File: src/design/rsrr_pkg.sv
// Package for the region rank-and-relabel block: widths, field offsets,
// transfer codes and the sequencer state type.
// No dependencies; used by design/rank_sort_region_relabel.sv.
package rsrr_pkg;

  localparam int MAX_REGIONS      = 64;
  localparam int IDX_W            = $clog2(MAX_REGIONS);
  localparam int CNT_W            = $clog2(MAX_REGIONS + 1);
  localparam int KEY_W            = 12;
  localparam int DVAL_W           = 7;
  localparam int POP_W            = 32;
  localparam int ORG_W            = 6;
  localparam int NIDX_W           = 6;
  localparam int ORD_W            = 7;
  localparam int ORDER_MAX_OFFSET = 6;

  // Input tdata layout, lowest field first.
  localparam int IN_KEY_LSB  = 0;
  localparam int IN_DVAL_LSB = IN_KEY_LSB + KEY_W;
  localparam int IN_POP_LSB  = IN_DVAL_LSB + DVAL_W;
  localparam int IN_ORG_LSB  = IN_POP_LSB + POP_W;
  localparam int IN_DATA_W   = 64;
  localparam int OUT_DATA_W  = 64;

  localparam logic FUNC_LOAD    = 1'b0;
  localparam logic FUNC_RELABEL = 1'b1;
  localparam logic KIND_RECORD  = 1'b0;
  localparam logic KIND_RELABEL = 1'b1;

  typedef enum logic [2:0] {
    ST_IDLE,
    ST_RELABEL,
    ST_RANK_ADDR,
    ST_RANK_KEY,
    ST_RANK_SCAN,
    ST_EMIT_ADDR,
    ST_EMIT_POS,
    ST_EMIT_OUT
  } state_t;

endpackage

File: src/design/rank_sort_region_relabel.sv
// Region rank-and-relabel block: loads region records into memories, ranks
// them by ascending age key (stable), emits them in rank order, relabels ids.
// Depends on design/rsrr_pkg.sv.
//
//   Channel  Direction  Payload (lowest bit first)
//   s_*      in         tuser=func, tlast=last_region,
//                       tdata=order_key, region_dval, region_pop, old_region
//   m_*      out        tuser=kind, tlast=last,
//                       tdata=new_index, out_dval, out_pop, added_order,
//                       order_max, bad_id
//
// A load record is written into the memories when they have room. A relabel
// reads the rank memory, then fills the output register once it is free.
// The final record of a load starts the ranking pass. For n stored regions
// it runs n passes over the key memory (one memory read per comparison),
// then emits the records in rank order, each through a position memory
// read, then a record memory read, then the output register.
// Reset clears the sequencer, its indices, the region count, the ranking flag
// and the output valid; the memories hold nothing meaningful until a load writes them.
// The output register holds a result while m_tready is low, and the
// sequencer waits on it; no new input transfer is taken until the block
// is back in idle.

module rank_sort_region_relabel (
  input  logic                                 clk,
  input  logic                                 rst,
  input  logic                                 s_tvalid,
  output logic                                 s_tready,
  // order_key[11:0], region_dval[18:12], region_pop[50:19], old_region[56:51]
  input  logic [rsrr_pkg::IN_DATA_W-1:0]       s_tdata,
  input  logic                                 s_tlast,   // last_region
  input  logic                                 s_tuser,   // func
  output logic                                 m_tvalid,
  input  logic                                 m_tready,
  // new_index[5:0], out_dval[12:6], out_pop[44:13], added_order[51:45],
  // order_max[58:52], bad_id[59]
  output logic [rsrr_pkg::OUT_DATA_W-1:0]      m_tdata,
  output logic                                 m_tlast,   // last
  output logic                                 m_tuser    // kind
);

  localparam int IDX_W  = rsrr_pkg::IDX_W;
  localparam int CNT_W  = rsrr_pkg::CNT_W;
  localparam int KEY_W  = rsrr_pkg::KEY_W;
  localparam int DVAL_W = rsrr_pkg::DVAL_W;
  localparam int POP_W  = rsrr_pkg::POP_W;
  localparam int ORG_W  = rsrr_pkg::ORG_W;
  localparam int NIDX_W = rsrr_pkg::NIDX_W;
  localparam int ORD_W  = rsrr_pkg::ORD_W;
  localparam int DEPTH  = rsrr_pkg::MAX_REGIONS;

  // Input fields.
  logic [KEY_W-1:0]  in_key;
  logic [DVAL_W-1:0] in_dval;
  logic [POP_W-1:0]  in_pop;
  logic [ORG_W-1:0]  in_org;

  assign in_key  = s_tdata[rsrr_pkg::IN_KEY_LSB  +: KEY_W];
  assign in_dval = s_tdata[rsrr_pkg::IN_DVAL_LSB +: DVAL_W];
  assign in_pop  = s_tdata[rsrr_pkg::IN_POP_LSB  +: POP_W];
  assign in_org  = s_tdata[rsrr_pkg::IN_ORG_LSB  +: ORG_W];

  // Memories: keys, district counts, populations, rank per old id, and old
  // id per rank position.
  logic [KEY_W-1:0]  key_mem  [DEPTH];
  logic [DVAL_W-1:0] dval_mem [DEPTH];
  logic [POP_W-1:0]  pop_mem  [DEPTH];
  logic [IDX_W-1:0]  rank_mem [DEPTH];
  logic [IDX_W-1:0]  pos_mem  [DEPTH];

  logic [KEY_W-1:0]  key_q;
  logic [DVAL_W-1:0] dval_q;
  logic [POP_W-1:0]  pop_q;
  logic [IDX_W-1:0]  rank_q;
  logic [IDX_W-1:0]  pos_q;

  // Control state.
  rsrr_pkg::state_t  state, state_next;
  logic [CNT_W-1:0]  region_count;
  logic              ranked_valid;
  logic [IDX_W-1:0]  i_idx;      // region being ranked, or emit position
  logic [IDX_W-1:0]  j_idx;      // region whose key sits in key_q
  logic [IDX_W-1:0]  rank_acc;   // keys found ahead of region i so far
  logic [KEY_W-1:0]  key_i;
  logic              rl_ok;

  // Output register.
  logic              out_valid;
  logic              out_kind;
  logic [NIDX_W-1:0] out_idx;
  logic [DVAL_W-1:0] out_dval;
  logic [POP_W-1:0]  out_pop;
  logic [ORD_W-1:0]  out_added;
  logic [ORD_W-1:0]  out_omax;
  logic              out_bad;
  logic              out_last;

  // Datapath terms.
  logic              in_take;
  logic              load_go;
  logic              relabel_go;
  logic [CNT_W-1:0]  eff_count;
  logic              load_fits;
  logic [CNT_W-1:0]  count_after;
  logic [IDX_W-1:0]  n_last;
  logic              scan_hit;
  logic [IDX_W-1:0]  rank_fin;
  logic              scan_done;
  logic              out_free;

  assign in_take     = s_tvalid && s_tready;
  assign load_go     = in_take && (s_tuser == rsrr_pkg::FUNC_LOAD);
  assign relabel_go  = in_take && (s_tuser == rsrr_pkg::FUNC_RELABEL);
  // The first load after a finished ranking starts a fresh set.
  assign eff_count   = ranked_valid ? '0 : region_count;
  assign load_fits   = eff_count < CNT_W'(DEPTH);
  assign count_after = eff_count + CNT_W'(load_fits);
  assign n_last      = IDX_W'(region_count - CNT_W'(1));
  // Smaller key ranks ahead; an equal key ranks ahead if its old id is lower.
  assign scan_hit    = (key_q < key_i) || ((key_q == key_i) && (j_idx < i_idx));
  assign rank_fin    = rank_acc + IDX_W'(scan_hit);
  assign scan_done   = (j_idx == n_last);
  assign out_free    = !out_valid || m_tready;

  // Decoded controls.
  logic              key_re_scan;
  logic              rank_we;
  logic              pos_re;
  logic              rec_re;
  logic              out_load;
  logic [IDX_W-1:0]  key_raddr;

  always_comb begin
    s_tready    = 1'b0;
    key_re_scan = 1'b0;
    rank_we     = 1'b0;
    pos_re      = 1'b0;
    rec_re      = 1'b0;
    out_load    = 1'b0;
    key_raddr   = i_idx;
    case (state)
      rsrr_pkg::ST_IDLE: begin
        s_tready = 1'b1;
      end
      rsrr_pkg::ST_RELABEL: begin
        out_load = out_free;
      end
      rsrr_pkg::ST_RANK_ADDR: begin
        key_raddr = i_idx;
      end
      rsrr_pkg::ST_RANK_KEY: begin
        key_raddr = '0;
      end
      rsrr_pkg::ST_RANK_SCAN: begin
        key_re_scan = 1'b1;
        key_raddr   = j_idx + IDX_W'(1);
        rank_we     = scan_done;
      end
      rsrr_pkg::ST_EMIT_ADDR: begin
        pos_re = 1'b1;
      end
      rsrr_pkg::ST_EMIT_POS: begin
        rec_re = 1'b1;
      end
      rsrr_pkg::ST_EMIT_OUT: begin
        out_load = out_free;
      end
      default: begin
        s_tready = 1'b0;
      end
    endcase
  end

  always_comb begin
    state_next = state;
    case (state)
      rsrr_pkg::ST_IDLE: begin
        if (relabel_go) begin
          state_next = rsrr_pkg::ST_RELABEL;
        end else if (load_go && s_tlast) begin
          state_next = rsrr_pkg::ST_RANK_ADDR;
        end
      end
      rsrr_pkg::ST_RELABEL: begin
        if (out_free) begin
          state_next = rsrr_pkg::ST_IDLE;
        end
      end
      rsrr_pkg::ST_RANK_ADDR: begin
        state_next = rsrr_pkg::ST_RANK_KEY;
      end
      rsrr_pkg::ST_RANK_KEY: begin
        state_next = rsrr_pkg::ST_RANK_SCAN;
      end
      rsrr_pkg::ST_RANK_SCAN: begin
        if (scan_done) begin
          state_next = (i_idx == n_last) ? rsrr_pkg::ST_EMIT_ADDR
                                         : rsrr_pkg::ST_RANK_ADDR;
        end
      end
      rsrr_pkg::ST_EMIT_ADDR: begin
        state_next = rsrr_pkg::ST_EMIT_POS;
      end
      rsrr_pkg::ST_EMIT_POS: begin
        state_next = rsrr_pkg::ST_EMIT_OUT;
      end
      rsrr_pkg::ST_EMIT_OUT: begin
        if (out_free) begin
          state_next = (i_idx == n_last) ? rsrr_pkg::ST_IDLE
                                         : rsrr_pkg::ST_EMIT_ADDR;
        end
      end
      default: begin
        state_next = rsrr_pkg::ST_IDLE;
      end
    endcase
  end

  // Memory ports: one write and one registered read each.
  always_ff @(posedge clk) begin
    if (load_go && load_fits) begin
      key_mem[eff_count[IDX_W-1:0]]  <= in_key;
      dval_mem[eff_count[IDX_W-1:0]] <= in_dval;
      pop_mem[eff_count[IDX_W-1:0]]  <= in_pop;
    end
    key_q <= key_mem[key_raddr];
    if (rec_re) begin
      dval_q <= dval_mem[pos_q];
      pop_q  <= pop_mem[pos_q];
    end
  end

  always_ff @(posedge clk) begin
    if (rank_we) begin
      rank_mem[i_idx]  <= rank_fin;
      pos_mem[rank_fin] <= i_idx;
    end
    if (relabel_go) begin
      rank_q <= rank_mem[in_org[IDX_W-1:0]];
    end
    if (pos_re) begin
      pos_q <= pos_mem[i_idx];
    end
  end

  // Sequencer and counters.
  always_ff @(posedge clk) begin
    if (rst) begin
      state        <= rsrr_pkg::ST_IDLE;
      region_count <= '0;
      ranked_valid <= 1'b0;
      i_idx        <= '0;
      j_idx        <= '0;
      rank_acc     <= '0;
      out_valid    <= 1'b0;
    end else begin
      state <= state_next;
      if (load_go) begin
        region_count <= count_after;
        ranked_valid <= 1'b0;
        i_idx        <= '0;
      end
      if (relabel_go) begin
        rl_ok <= ranked_valid && ({1'b0, in_org} < region_count);
      end
      if (state == rsrr_pkg::ST_RANK_KEY) begin
        key_i    <= key_q;
        j_idx    <= '0;
        rank_acc <= '0;
      end
      if (key_re_scan) begin
        j_idx    <= j_idx + IDX_W'(1);
        rank_acc <= rank_fin;
        if (scan_done) begin
          i_idx <= (i_idx == n_last) ? '0 : i_idx + IDX_W'(1);
        end
      end
      if ((state == rsrr_pkg::ST_EMIT_OUT) && out_free) begin
        i_idx <= i_idx + IDX_W'(1);
        if (i_idx == n_last) begin
          ranked_valid <= 1'b1;
        end
      end
      if (out_load) begin
        out_valid <= 1'b1;
      end else if (m_tready) begin
        out_valid <= 1'b0;
      end
    end
  end

  // Output payload.
  always_ff @(posedge clk) begin
    if (out_load) begin
      if (state == rsrr_pkg::ST_RELABEL) begin
        out_kind  <= rsrr_pkg::KIND_RELABEL;
        out_idx   <= rl_ok ? NIDX_W'(rank_q) : '0;
        out_dval  <= '0;
        out_pop   <= '0;
        out_added <= '0;
        out_omax  <= '0;
        out_bad   <= !rl_ok;
        out_last  <= 1'b1;
      end else begin
        out_kind  <= rsrr_pkg::KIND_RECORD;
        out_idx   <= NIDX_W'(i_idx);
        out_dval  <= dval_q;
        out_pop   <= pop_q;
        out_added <= ORD_W'(i_idx) + ORD_W'(1);
        out_omax  <= ORD_W'(region_count) + ORD_W'(rsrr_pkg::ORDER_MAX_OFFSET);
        out_bad   <= 1'b0;
        out_last  <= (i_idx == n_last);
      end
    end
  end

  assign m_tvalid = out_valid;
  assign m_tuser  = out_kind;
  assign m_tlast  = out_last;
  assign m_tdata  = {4'b0, out_bad, out_omax, out_added, out_pop, out_dval, out_idx};

  // The scan counts at most one hit per key already compared.
  a_rank_bound: assert property (@(posedge clk) disable iff (rst)
    (state == rsrr_pkg::ST_RANK_SCAN) |-> (rank_acc <= j_idx))
    else $error("rank count ran ahead of the scan");

  // Ranking never starts on an empty set.
  a_rank_nonempty: assert property (@(posedge clk) disable iff (rst)
    (state == rsrr_pkg::ST_RANK_ADDR) |-> (region_count != '0))
    else $error("ranking started with no regions stored");

  a_count_bound: assert property (@(posedge clk) disable iff (rst)
    region_count <= CNT_W'(DEPTH))
    else $error("region count above memory depth");

  // A ranking becomes valid exactly as its last record is presented.
  a_valid_with_last: assert property (@(posedge clk) disable iff (rst)
    $rose(ranked_valid) |-> (out_valid && out_last && (out_kind == rsrr_pkg::KIND_RECORD)))
    else $error("ranking marked valid without its last record");

  a_record_good: assert property (@(posedge clk) disable iff (rst)
    (out_valid && (out_kind == rsrr_pkg::KIND_RECORD)) |-> !out_bad)
    else $error("reordered record flagged as bad id");

endmodule

File: config.mk
export PLATFORM = sky130hd
export DESIGN_NAME = rank_sort_region_relabel
export DESIGN_NICKNAME = d
export VERILOG_FILES = /design/src/design/rsrr_pkg.sv /design/src/design/rank_sort_region_relabel.sv
export SDC_FILE = /design/constraint.sdc
export NUM_CORES = 2
export LEC_CHECK = 0
export ABC_AREA = 1
export BUFFER_PORTS_ARGS = -buffer_cell sky130_fd_sc_hd__buf_2
export CAP_MARGIN = 20
export CORE_ASPECT_RATIO = 1.25
export CORE_MARGIN = 1.5
export CORE_UTILIZATION = 50
export CTS_CLUSTER_DIAMETER = 200
export DETAILED_ROUTE_END_ITERATION = 10
export PLACE_DENSITY = 0.65
export SLEW_MARGIN = 20
export SYNTH_ARGS = -nofsm -noshare
export SYNTH_HDL_FRONTEND = slang
export SYNTH_SLANG_ARGS = --single-unit
File: constraint.sdc
create_clock -name clk -period 6.7 [get_ports clk]
set_input_delay 1.34 -clock clk [delete_from_list [all_inputs] [get_ports clk]]
set_output_delay 1.34 -clock clk [all_outputs]
set_load 0.01 [all_outputs]
==> results_dict.tcl <==
set metrics [dict create \
    core.rowCount 237 \
    cts_made_buffers 401 \
    fin_ws_ns 0.782 \
    viasPerCell 5.98 \
    setup_tns_ns 0 \
    avgSynthCellArea_um2 12.5 \
    relSlewSlack 0.239 \
    fmax_mhz 169 \
    synth_top_area_frac 0.743 \
    synth_edf_count 4158 \
    fin_crit_sh 0.883 \
    fp.dieH_um 651 \
    yosys_most_used_dff "edfxtp_1" \
    wl_per_cell_um 25.9 \
    irDropWorstVdd_mv 0.241 \
    ctsResizeCount 0 \
    p_int_uw 41600 \
    clock_latency_ns 0.93 \
    worst_pin_slew_ns 1.14 \
    fp.coreArea_um2 334000 \
    ys_ff_latch 4200 \
    post_dp_cell_area_um2 174000 \
    io_pins 138 \
    yosys.area.top_type "edfxtp_1" \
    stdcell_area_um2 187000 \
    total_power_uw 52300 \
    drtPass1Iterations 6 \
    stdcell_count 18180 \
    synthTopCellsByCount "4158 x edfxtp_1, 1850 x nor2_1, 1660 x nand2_1" \
    yosys_warnings 0 \
    dp_hpwl_um 246000 \
    htreeDepth 5 \
    dp_cells 17448 \
    p_leak_uw 0.0639 \
    post-cts-setup-buffer-count 0 \
    powerDensity_nw_per_um2 280 \
    grt_pass1_wl_um 679000 \
    power_frac_clock 0.422 \
    fillers 27049 \
    period_needed_ns 5.92 \
    antenna_left 0 \
    drt_wl_total_um 470000 \
    antenna_found_initial 17 \
    async_flop_share 0 \
    critPathCaptureType "flop" \
    critPathArrivalTime_ns 6.44 \
    final_nets 13531 \
    ys_top_cells_by_area "edfxtp_1 74%, o21ai_0 4.8%, nor2_1 4.1%, nand2_1 3.7%, nand3_1 3.7%" \
    cp_cell_sequence "inv_1 -> ha_1 -> a21boi_0 -> o21a_1 -> o21a_1 -> o21ai_0 -> a21boi_0 -> o21ai_0 -> ha_2 -> ha_2 -> nand3_1 -> xor2_1 -> clkinv_2 -> nor2_1 -> nand2_1 -> nor2_1" \
    yosysSeqAreaShare 0.748 \
    hold_buffers 0 \
    setup-violations-final 0 \
    slowest_stage "clkinv_2" \
    crit_type "flop to flop" \
    rsz0062_at_grt "false" \
    cts_sinks 4200 \
    combPwrFrac 0.024 \
    max_stage_delay_ns 0.80 \
    drc 0 \
    dr_total_vias 108788 \
    drv_cap 0 \
    die_area_um2 339000 \
    status "completed" \
    crit_path_start_kind "flop" \
    die_w_um 521 \
    grt_max_degree 207 \
    p_switching_uw 10600 \
    swShare 0.204 \
    netlist_instances 13468 \
    grt_usage 0.271 \
    drt_first_iter_violations 13404 \
    port_buffers 126 \
    cts_tree "done" \
    path_clk_slew_ns 0.06 \
    slew_viol_final 0 \
    critPathMaxFanout 67 \
    drive_above_1_share 0.0796 \
    worstPathRequired_ns 7.22 \
    gp_congestion 0.838 \
    grt_overflow 0 \
    hold_viol 0 \
    p_seq_frac 0.553 \
    initial_core_util 0.503 \
    post-place-ws_ns 1.20 \
    yosysUniqueCellTypes 48 \
    yosysMostFrequentCell "edfxtp_1" \
    synth_area_um2 168000 \
    synthToLayoutAreaGrowth_pct 11.3 \
    grt_pass1_vias 102981 \
    cts_root_buffer "clkbuf_16" \
    min_path_type "flop to flop" \
    skew_ns 0.0529 \
    clockBufferDepth 4 \
]
[power groups by stage]
stage | clock [uW] | combinational [uW] | sequential (uW)
6_report | 22100 | 1270 | 28900
5_1_grt | 23300 | 1380 | 28900
4_1_cts | 22300 | 1260 | 28900
3_5_place_dp | 0 | 1260 | 29500
3_3_place_gp | 0 | 1240 | 29500
2_1_floorplan | 0 | 593 | 29500
[metal layers]
layer	wire length, um	vias to the layer above	GRT usage
met5	34	-	0
met4	21700	4	0.115
met3	40700	1020	0.0395
met2	227000	5336	0.450
met1	181000	53981	0.358
li1	-	48447	-
[kinds of logic after synthesis]
group	Yosys count	synth area share
and+or+nand+nor	4974	0.125
DFF	4200	0.748
AOI/OAI and AO/OA	2610	0.0857
buffers and inverters	1645	0.0384
adders and majority gates	30	0.00224
xor gates and xnor gates	8	0.000417
other	1	0.0000223
[state kept, by name, indices dropped and copies added, names as in the netlist, 12 cells and up]
name / cells
pop_mem: 2048
pos_mem: 384
key_q: 12
pop_q: 32
key_i: 12
out_pop: 32
dval_mem: 448
key_mem: 768
rank_mem: 384
[worst paths after layout]
kind                            startpoint             to  slack (ns)  cells after the start
worst max register to register    i_idx[1]  pos_mem[2][2]        0.78                     16
worst min register to register    key_q[0]       key_i[0]        0.42                      0
worst min-delay path              key_q[0]       key_i[0]        0.42                      0
worst max-delay path              i_idx[1]  pos_mem[2][2]        0.78                     16
[metrics by stage]
stage	hold slack (ns)	util
after floorplan	0.408	-
after global placement	0.417	0.522
after detailed placement	0.422	0.522
after CTS	0.412	0.559
after global routing	0.430	0.560
final	0.415	0.560
[worst max-delay path, delay by kind of cell, from the launching register on]
family                     cells  cell delay [ns]
and+or+nand+nor                4             1.41
adders and majority gates      3             0.86
DFF                            1             0.32
xor gates and xnor gates       1             0.27
AOI/OAI and AO/OA              6             1.60
buffers and inverters          2             1.04
[placed cells by master (no fill, tap or decap), types with 106 or more instances in the layout]
master / netlist / layout
clkbuf_16: 0 / 409
o21ai_0: 1605 / 1605
nor2_1: 1850 / 1781
edfxtp_1: 4158 / 4158
nand3_1: 1231 / 1230
inv_1: 757 / 749
buf_4: 22 / 260
nand2_1: 1660 / 1656
o22ai_1: 747 / 747
a21oi_1: 118 / 117
buf_2: 145 / 106
nand3b_1: 121 / 121
[cell type report]
cell class / instances / area, um2 / share of cell area
Antenna cell: 11 / 27.5 / 0.000147
Clock buffer: 498 / 10600 / 0.0567
Clock inverter: 222 / 2000 / 0.0107
Inverter: 777 / 2970 / 0.0159
Multi-Input combinational cell: 7626 / 36400 / 0.195
Sequential cell: 4200 / 126000 / 0.673
Tap cell: 4421 / 5530 / 0.0296
Timing Repair Buffer: 425 / 3660 / 0.0196
No activity file was read; power rests on OpenSTA's default activity.
